**config.mk**
```make
export PLATFORM = sky130hd
export DESIGN_NAME = bitmap_frame_deframer
export DESIGN_NICKNAME = d
export VERILOG_FILES = /design/src/design/bfd_pkg.sv /design/src/design/bitmap_frame_deframer.sv
export SDC_FILE = /design/constraint.sdc
export NUM_CORES = 1
export LEC_CHECK = 0
export BUFFER_PORTS_ARGS = -buffer_cell sky130_fd_sc_hd__buf_4
export CORE_MARGIN = 5
export CORE_UTILIZATION = 55
export DETAILED_ROUTE_END_ITERATION = 6
export PLACE_DENSITY_LB_ADDON = 0.1
export SLEW_MARGIN = 10
export SYNTH_ARGS = -nofsm -noshare
export SYNTH_HDL_FRONTEND = slang
export SYNTH_SLANG_ARGS = --single-unit
export TNS_END_PERCENT = 50
```
**constraint.sdc**
```tcl
create_clock -name clk_i -period 8.7 [get_ports clk_i]
set_input_delay 1.305 -clock clk_i [delete_from_list [all_inputs] [get_ports clk_i]]
set_output_delay 1.305 -clock clk_i [all_outputs]
set_load 0.005 [all_outputs]
```
**src/design/bfd_pkg.sv**
```systemverilog
// bitmap frame deframer shared types and constants
package bfd_pkg;

  localparam int unsigned HdrLen   = 12;
  localparam int unsigned MagicLen = 4;

  typedef enum logic [1:0] {
    StatusPayload  = 2'd0,
    StatusBadMagic = 2'd1,
    StatusBadSize  = 2'd2,
    StatusAbort    = 2'd3
  } status_e;

  typedef enum logic [1:0] {
    CfgFrameMagic  = 2'd0,
    CfgPanelWidth  = 2'd1,
    CfgPanelHeight = 2'd2,
    CfgRefreshEvery = 2'd3
  } cfg_index_e;

  typedef struct packed {
    status_e    status;
    logic [7:0] pixel_byte;
    logic       last_of_frame;
    logic       full_refresh;
  } out_beat_t;

  localparam logic [31:0] MagicReset    = 32'h4B4E4945;
  localparam logic [15:0] WidthReset    = 16'd800;
  localparam logic [15:0] HeightReset   = 16'd480;
  localparam logic [7:0]  RefreshReset  = 8'd10;

endpackage

```
**src/design/bitmap_frame_deframer.sv**
```systemverilog
// bitmap frame deframer: header parse, size check, payload inversion
// a result is registered in the output register, or in the skid stage when the output stalls
// throughput: one byte per cycle while the skid stage is empty; the payload length
// product is a registered 13x16 multiply that settles during the last two header bytes
// a two-entry output register and skid stage decouple the output stall
// reset: config registers take their defaults, parser returns to header phase
module bitmap_frame_deframer
  import bfd_pkg::*;
(
  input  logic        clk_i,
  input  logic        rst_ni,
  input  logic        cfg_we_i,
  input  logic [1:0]  cfg_index_i,
  input  logic [31:0] cfg_data_i,
  input  logic        in_valid_i,
  output logic        in_stall_o,
  input  logic        mode_i,
  input  logic [7:0]  data_byte_i,
  output logic        out_valid_o,
  input  logic        out_stall_i,
  output logic [1:0]  status_o,
  output logic [7:0]  pixel_byte_o,
  output logic        last_of_frame_o,
  output logic        full_refresh_o
);

  localparam logic [1:0] PhHeader  = 2'd0;
  localparam logic [1:0] PhPayload = 2'd1;
  localparam logic [1:0] PhDiscard = 2'd2;

  localparam logic [3:0] HdrLast  = 4'(HdrLen - 1);
  localparam logic [3:0] MagicEnd = 4'(MagicLen);

  // config registers
  logic [31:0] frame_magic_q;
  logic [15:0] panel_width_q;
  logic [15:0] panel_height_q;
  logic [7:0]  refresh_every_q;

  // parser state
  logic [1:0]  phase_q, phase_d;
  logic [3:0]  hdr_cnt_q, hdr_cnt_d;
  logic        magic_ok_q, magic_ok_d;
  logic        size_hi_q, size_hi_d;
  logic [15:0] rx_width_q, rx_width_d;
  logic [15:0] rx_height_q, rx_height_d;
  logic [28:0] remain_q, remain_d;
  logic [7:0]  refresh_q, refresh_d;
  logic [28:0] frame_len_q;

  // output register and skid
  logic        out_valid_q;
  out_beat_t   out_q;
  logic        skid_valid_q;
  out_beat_t   skid_q;

  logic        in_fire;
  logic        out_fire;
  logic        res_valid;
  out_beat_t   res;
  logic [7:0]  want_byte;
  logic        byte_match;
  logic [8:0]  period;
  logic [8:0]  refresh_next;
  logic        size_ok;

  assign in_stall_o = skid_valid_q;
  assign in_fire    = in_valid_i && !in_stall_o;
  assign out_fire   = out_valid_q && !out_stall_i;

  always_ff @(posedge clk_i or negedge rst_ni) begin
    if (!rst_ni) begin
      frame_magic_q   <= MagicReset;
      panel_width_q   <= WidthReset;
      panel_height_q  <= HeightReset;
      refresh_every_q <= RefreshReset;
    end else if (cfg_we_i) begin
      case (cfg_index_e'(cfg_index_i))
        CfgFrameMagic:   frame_magic_q   <= cfg_data_i;
        CfgPanelWidth:   panel_width_q   <= cfg_data_i[15:0];
        CfgPanelHeight:  panel_height_q  <= cfg_data_i[15:0];
        CfgRefreshEvery: refresh_every_q <= cfg_data_i[7:0];
        default: ;
      endcase
    end
  end

  always_comb begin
    case (hdr_cnt_q[1:0])
      2'd0:    want_byte = frame_magic_q[7:0];
      2'd1:    want_byte = frame_magic_q[15:8];
      2'd2:    want_byte = frame_magic_q[23:16];
      default: want_byte = frame_magic_q[31:24];
    endcase
  end

  assign byte_match   = (data_byte_i == want_byte);
  assign period       = (refresh_every_q == 8'd0) ? 9'd1 : {1'b0, refresh_every_q};
  assign refresh_next = {1'b0, refresh_q} + 9'd1;
  // the last header byte is the top height byte, which must be zero
  assign size_ok      = !size_hi_q && (data_byte_i == 8'd0) &&
                        (rx_width_q == panel_width_q) && (rx_height_q == panel_height_q);

  always_comb begin
    phase_d     = phase_q;
    hdr_cnt_d   = hdr_cnt_q;
    magic_ok_d  = magic_ok_q;
    size_hi_d   = size_hi_q;
    rx_width_d  = rx_width_q;
    rx_height_d = rx_height_q;
    remain_d    = remain_q;
    refresh_d   = refresh_q;
    res_valid   = 1'b0;
    res         = '{status: StatusPayload, pixel_byte: 8'd0,
                    last_of_frame: 1'b0, full_refresh: 1'b0};

    if (mode_i) begin
      if (phase_q == PhPayload) begin
        res_valid  = 1'b1;
        res.status = StatusAbort;
      end
      phase_d    = PhHeader;
      hdr_cnt_d  = 4'd0;
      magic_ok_d = 1'b1;
      size_hi_d  = 1'b0;
      remain_d   = '0;
    end else if (phase_q == PhDiscard) begin
      phase_d = PhDiscard;
    end else if (phase_q == PhPayload) begin
      res_valid      = 1'b1;
      res.pixel_byte = ~data_byte_i;
      if (remain_q > 29'd1) begin
        remain_d = remain_q - 29'd1;
      end else begin
        res.last_of_frame = 1'b1;
        res.full_refresh  = (refresh_q == 8'd0);
        refresh_d  = (refresh_next >= period) ? 8'd0 : refresh_next[7:0];
        remain_d   = '0;
        phase_d    = PhHeader;
        hdr_cnt_d  = 4'd0;
        magic_ok_d = 1'b1;
        size_hi_d  = 1'b0;
      end
    end else begin
      // header phase, unused code behaves the same
      hdr_cnt_d = hdr_cnt_q + 4'd1;
      case (hdr_cnt_q)
        4'd0, 4'd1, 4'd2, 4'd3: begin
          if (!byte_match) magic_ok_d = 1'b0;
        end
        4'd4:  rx_width_d[7:0]   = data_byte_i;
        4'd5:  rx_width_d[15:8]  = data_byte_i;
        4'd8:  rx_height_d[7:0]  = data_byte_i;
        4'd9:  rx_height_d[15:8] = data_byte_i;
        default: begin
          if (data_byte_i != 8'd0) size_hi_d = 1'b1;
        end
      endcase
      if (hdr_cnt_q >= HdrLast) begin
        hdr_cnt_d  = 4'd0;
        magic_ok_d = 1'b1;
        size_hi_d  = 1'b0;
        if (!magic_ok_q) begin
          phase_d    = PhDiscard;
          res_valid  = 1'b1;
          res.status = StatusBadMagic;
        end else if (!size_ok) begin
          phase_d    = PhDiscard;
          res_valid  = 1'b1;
          res.status = StatusBadSize;
        end else begin
          remain_d = frame_len_q;
          phase_d  = (frame_len_q != 29'd0) ? PhPayload : PhHeader;
        end
      end else if (hdr_cnt_q < MagicEnd) begin
        phase_d = PhHeader;
      end
    end
  end

  // both halves of width and height are final two beats before the header ends
  always_ff @(posedge clk_i) begin
    frame_len_q <= 29'(rx_width_q[15:3] * rx_height_q);
    rx_width_q  <= in_fire ? rx_width_d : rx_width_q;
    rx_height_q <= in_fire ? rx_height_d : rx_height_q;
  end

  always_ff @(posedge clk_i or negedge rst_ni) begin
    if (!rst_ni) begin
      phase_q    <= PhHeader;
      hdr_cnt_q  <= 4'd0;
      magic_ok_q <= 1'b1;
      size_hi_q  <= 1'b0;
      remain_q   <= '0;
      refresh_q  <= 8'd0;
    end else if (in_fire) begin
      phase_q    <= phase_d;
      hdr_cnt_q  <= hdr_cnt_d;
      magic_ok_q <= magic_ok_d;
      size_hi_q  <= size_hi_d;
      remain_q   <= remain_d;
      refresh_q  <= refresh_d;
    end
  end

  always_ff @(posedge clk_i or negedge rst_ni) begin
    if (!rst_ni) begin
      out_valid_q  <= 1'b0;
      skid_valid_q <= 1'b0;
    end else if (skid_valid_q) begin
      if (out_fire) begin
        out_valid_q  <= 1'b1;
        skid_valid_q <= 1'b0;
      end
    end else if (!out_valid_q || out_fire) begin
      out_valid_q <= in_fire && res_valid;
    end else if (in_fire && res_valid) begin
      skid_valid_q <= 1'b1;
    end
  end

  always_ff @(posedge clk_i) begin
    if (skid_valid_q) begin
      if (out_fire) out_q <= skid_q;
    end else if (!out_valid_q || out_fire) begin
      out_q <= res;
    end else begin
      skid_q <= res;
    end
  end

  assign out_valid_o     = out_valid_q;
  assign status_o        = out_q.status;
  assign pixel_byte_o    = out_q.pixel_byte;
  assign last_of_frame_o = out_q.last_of_frame;
  assign full_refresh_o  = out_q.full_refresh;

  a_skid_behind_out : assert property (@(posedge clk_i) disable iff (!rst_ni)
    skid_valid_q |-> out_valid_q)
    else $error("skid holds a beat while output register is empty");

  a_payload_nonzero : assert property (@(posedge clk_i) disable iff (!rst_ni)
    (phase_q == PhPayload) |-> (remain_q != 29'd0))
    else $error("payload phase with no bytes remaining");

  a_last_is_payload : assert property (@(posedge clk_i) disable iff (!rst_ni)
    (out_valid_q && out_q.last_of_frame) |-> (out_q.status == StatusPayload))
    else $error("end of frame marked on an error beat");

  a_error_no_pixel : assert property (@(posedge clk_i) disable iff (!rst_ni)
    (out_valid_q && (out_q.status != StatusPayload)) |-> (out_q.pixel_byte == 8'd0))
    else $error("error beat carries pixel data");

endmodule
```
==> results.toml <==
[status]
run_status = "finished, final reports clean"

[grt]
sum_of_overflow_across_all_layers_after_global_routing = 0
global_route.usage.total = 0.245
grt-busiest-layer = "met2"
grt_max_degree = 64
number_of_antenna_violations_at_the_first_check_in_global_routing = 0
grt_util_met1 = 0.332
first_global_vias = 11778
grt.met2_usage = 0.398
grt_pass1_wl_um = 64400
groute.layer.met3.usage = 0.0597

[final_layout]
layout-area-overhead-vs-synth_pct = 9.45
post_layout_nonfiller_instances = 2006
nNetsFinal = 1898
final_layout_size_suffix_gt1_frac = 0.133
layout.filler_cells = 2423
diodes = 0

[clock_tree]
cts_root_buffer = "clkbuf_16"
cts_tree = "yes"
worst_setup_hold_path_clk_slew_ns = 0.06
cts_buffer_depth = 3
cts_setup_buffers = 0
clock_latency_reported_for_the_late_side_of_the_worst_skew_pair_ns = 0.52
cts_hold_buf = 0
numClockSinks = 204
cts_resized = 0
tritoncts.num_buffers = 24
h-tree-depth = 1

[synthesis]
syn-num-nets = 1875
post_synth_instance_area_mm2 = 0.0159
synth_cell_types = 73
synth-xor-area-share = 0.0369
synthFlopType = "dfrtp_1"
async_set_or_reset_flop_fraction_in_the_synthesized_netlist = 0.583
synth.ff_latch_count = 204
synthesis.instances = 1581
synth-edff-count = 56
yosys.area_share.simple = 0.137
synth_top_area_share = 0.194
synth_sequential_area_ratio = 0.331
post_synth_mux_area_share = 0.0551
main_combinational_cell_family_by_area_after_synthesis = "adder cells"
synth_compound_gate_area_share = 0.0965
area_share_of_fa_ha_maj_cells_after_synthesis = 0.266
syn_area_per_cell_um2 = 10.1
synthesis.yosys.warnings = 0
synth_area_leader_cell = "fa_1"
synth_area_leaders = "fa_1 (19%), dfrtp_1 (15%), edfxtp_1 (11%)"

[die]
die-width_um = 180
vertical_die_dimension_um = 180
rows = 62
core_area_mm2 = 0.0286
boundaryPins = 62
starting_density_of_the_core = 0.556
die_area_mm2 = 0.0324

[timing]
clock.fmax_mhz = 170
timing.final.max_slew_violations = 0
worst_slew_pin_slew_ns = 1.23
postLayoutSetupSlackWorst_ns = 2.81
grt_setup_unrepaired = "false"
clock_skew_ns = 0.0200
finalSetupTns_ns = 0
period_minus_slack_ns = 5.89
setup_viol = 0
final_hold_viol_count = 0
timing.final.crit_share = 0.677
max-slew-margin-rel = 0.183

[pwr]
ir_worst_vdd_v = 0.000177
total_leakage_power_nw = 7.93
power_per_cell_area_mw_per_mm2 = 185

[route]
drt-total-wl_um = 39600
avgRoutedWirePerCell_um = 19.7
num_vias = 11375
via_per_inst = 5.67
route.detailed.drc = 0
drt_first_iter_violations = 881
route.antenna.remaining_nets = 0
dr.pass1.iters = 5

[worst_setup_path]
timing.critical_path.required_ns = 9.09
setup.worst_path.start_class = "flip-flop"
worst-setup-path-type = "flip-flop to flip-flop"
timing.critical_path.to_type = "flip-flop"
worst-path-max-fanout = 17
critical_path_arrival_ns = 6.28

[placed_design]
gp_routability_congestion = 0.895
portBuffers = 61
post_placement_setup_slack_ns = 2.88
detailed_place_hpwl_um = 29400
numPlacedInstances = 1962

[min_path]
hp-class = "flip-flop to flip-flop"

[run]
max_cap_viol_count = 0
[synth_stat cells (all sizes together) (11+ instances only)]
cell type,n
a21oi,49
a32oi,14
and2,104
and3,11
clkbuf,62
dfrtp,95
dfstp,24
dfxtp,29
edfxtp,56
fa,154
ha,92
inv,249
mux2,69
nand2,157
nand3,18
nand4,17
nor2,48
nor3,21
nor4,15
o21ai,79
o31ai,27
xnor2,55
xor2,12
[cells by family after synthesis]
kind of cell	Yosys count
AND/OR/NAND/NOR	424
buffers and inverters	321
adder cells (fa/ha/maj)	246
AO/OA/AOI/OAI	240
flip-flops	204
multiplexers	79
XOR/XNOR	67
[final timing paths]
path,start,end,slack [ns],depth (start not counted)
max,rx_width_q[10]$_DFFE_PP_,frame_len_q[25]$_DFF_P_,2.81,17
min,refresh_every_q[2]$_DFFE_PN0P_,refresh_every_q[2]$_DFFE_PN0P_,0.51,1
max reg2reg,rx_width_q[10]$_DFFE_PP_,frame_len_q[25]$_DFF_P_,2.81,17
min reg2reg,refresh_every_q[2]$_DFFE_PN0P_,refresh_every_q[2]$_DFFE_PN0P_,0.51,1
max in group asynchronous,rst_ni,frame_magic_q[7]$_DFFE_PN0P_,6.49,2
min in group asynchronous,rst_ni,remain_q[15]$_DFFE_PN0P_,0.89,1
[registers in the layout (all words and copies together) (netlist names)]
register	flops
hdr_cnt_q	4
panel_height_q	16
remain_q	29
rx_width_q	16
frame_len_q	29
status_o	2
refresh_every_q	8
rx_height_q	16
full_refresh_o	1
out_valid_o	1
in_stall_o	1
size_hi_q	1
pixel_byte_o	8
skid_q	12
frame_magic_q	32
phase_q	2
refresh_q	8
panel_width_q	16
last_of_frame_o	1
magic_ok_q	1
[worst max-delay path: stages (launching register included)]
cell and delay, ns:
edfxtp_1 0.82, nand2_1 0.20, fa_1 0.59, inv_1 0.06, fa_1 0.55, fa_1 0.43
fa_1 0.53, inv_1 0.06, fa_1 0.47, inv_1 0.04, ha_1 0.35, a211oi_1 0.24
o21bai_1 0.13, a21oi_1 0.18, o2111ai_1 0.25, a2111oi_0 0.60, or4b_1 0.19, nand3_1 0.07
[report_power, final]
part	total (mW)	switching (mW)	internal, mW
Combinational	0.941	0.520	0.420
Sequential	1.31	0.150	1.16
Clock	0.979	0.391	0.588
Total	3.23	1.06	2.17
[layout by cell type, fill, tap and decap left out, types with 6 or more instances in the layout]
| cell | n |
|---|---|
| nor2_1 | 47 |
| a21o_1 | 9 |
| clkbuf_1 | 7 |
| a22oi_1 | 7 |
| inv_1 | 248 |
| and2_1 | 103 |
| ha_1 | 92 |
| o31ai_1 | 27 |
| and3_1 | 11 |
| mux2_2 | 69 |
| a31oi_1 | 7 |
| nand2b_1 | 8 |
| xor2_1 | 12 |
| mux2i_1 | 10 |
| nand4_1 | 16 |
| dfrtp_1 | 95 |
| a222oi_1 | 8 |
| dfxtp_1 | 29 |
| nand2_1 | 156 |
| dfstp_2 | 24 |
| a211oi_1 | 6 |
| clkbuf_16 | 25 |
| a21oi_1 | 49 |
| buf_4 | 69 |
| xnor2_1 | 55 |
| o21ai_0 | 51 |
| clkbuf_8 | 7 |
| fa_1 | 154 |
| edfxtp_1 | 56 |
| nor3_1 | 19 |
| o21ai_1 | 28 |
| nor4_1 | 13 |
| a32oi_1 | 14 |
| nand3_1 | 18 |
[stage by stage]
stage / power, mW / area (um^2) / hold slack [ns] / utilization
2_1_floorplan: 1.95 / 15900 / 0.457 / -
3_3_place_gp: 2.24 / 16600 / 0.490 / 0.581
3_5_place_dp: 2.26 / 16600 / 0.495 / 0.581
4_1_cts: 3.25 / 17400 / 0.507 / 0.609
5_1_grt: 3.43 / 17400 / 0.520 / 0.609
6_report: 3.23 / 17400 / 0.506 / 0.609
[routing by layer]
| metal | share of wire | vias up |
|---|---|---|
| met5 | 0 | - |
| met4 | 0.030 | 0 |
| met3 | 0.079 | 80 |
| met2 | 0.46 | 425 |
| met1 | 0.43 | 5605 |
| li1 | - | 5265 |
[layout make-up]
class,instances,area (um^2),area share
timing repair buffer,69,518,0.0297
inverter,249,935,0.0537
clock inverter,5,42.5,0.00244
clock buffer,39,748,0.0430
tap,384,480,0.0276
multi-input combinational,1056,9430,0.541
sequential,204,5270,0.303
Note: power is estimated with default switching activity, not from simulation.
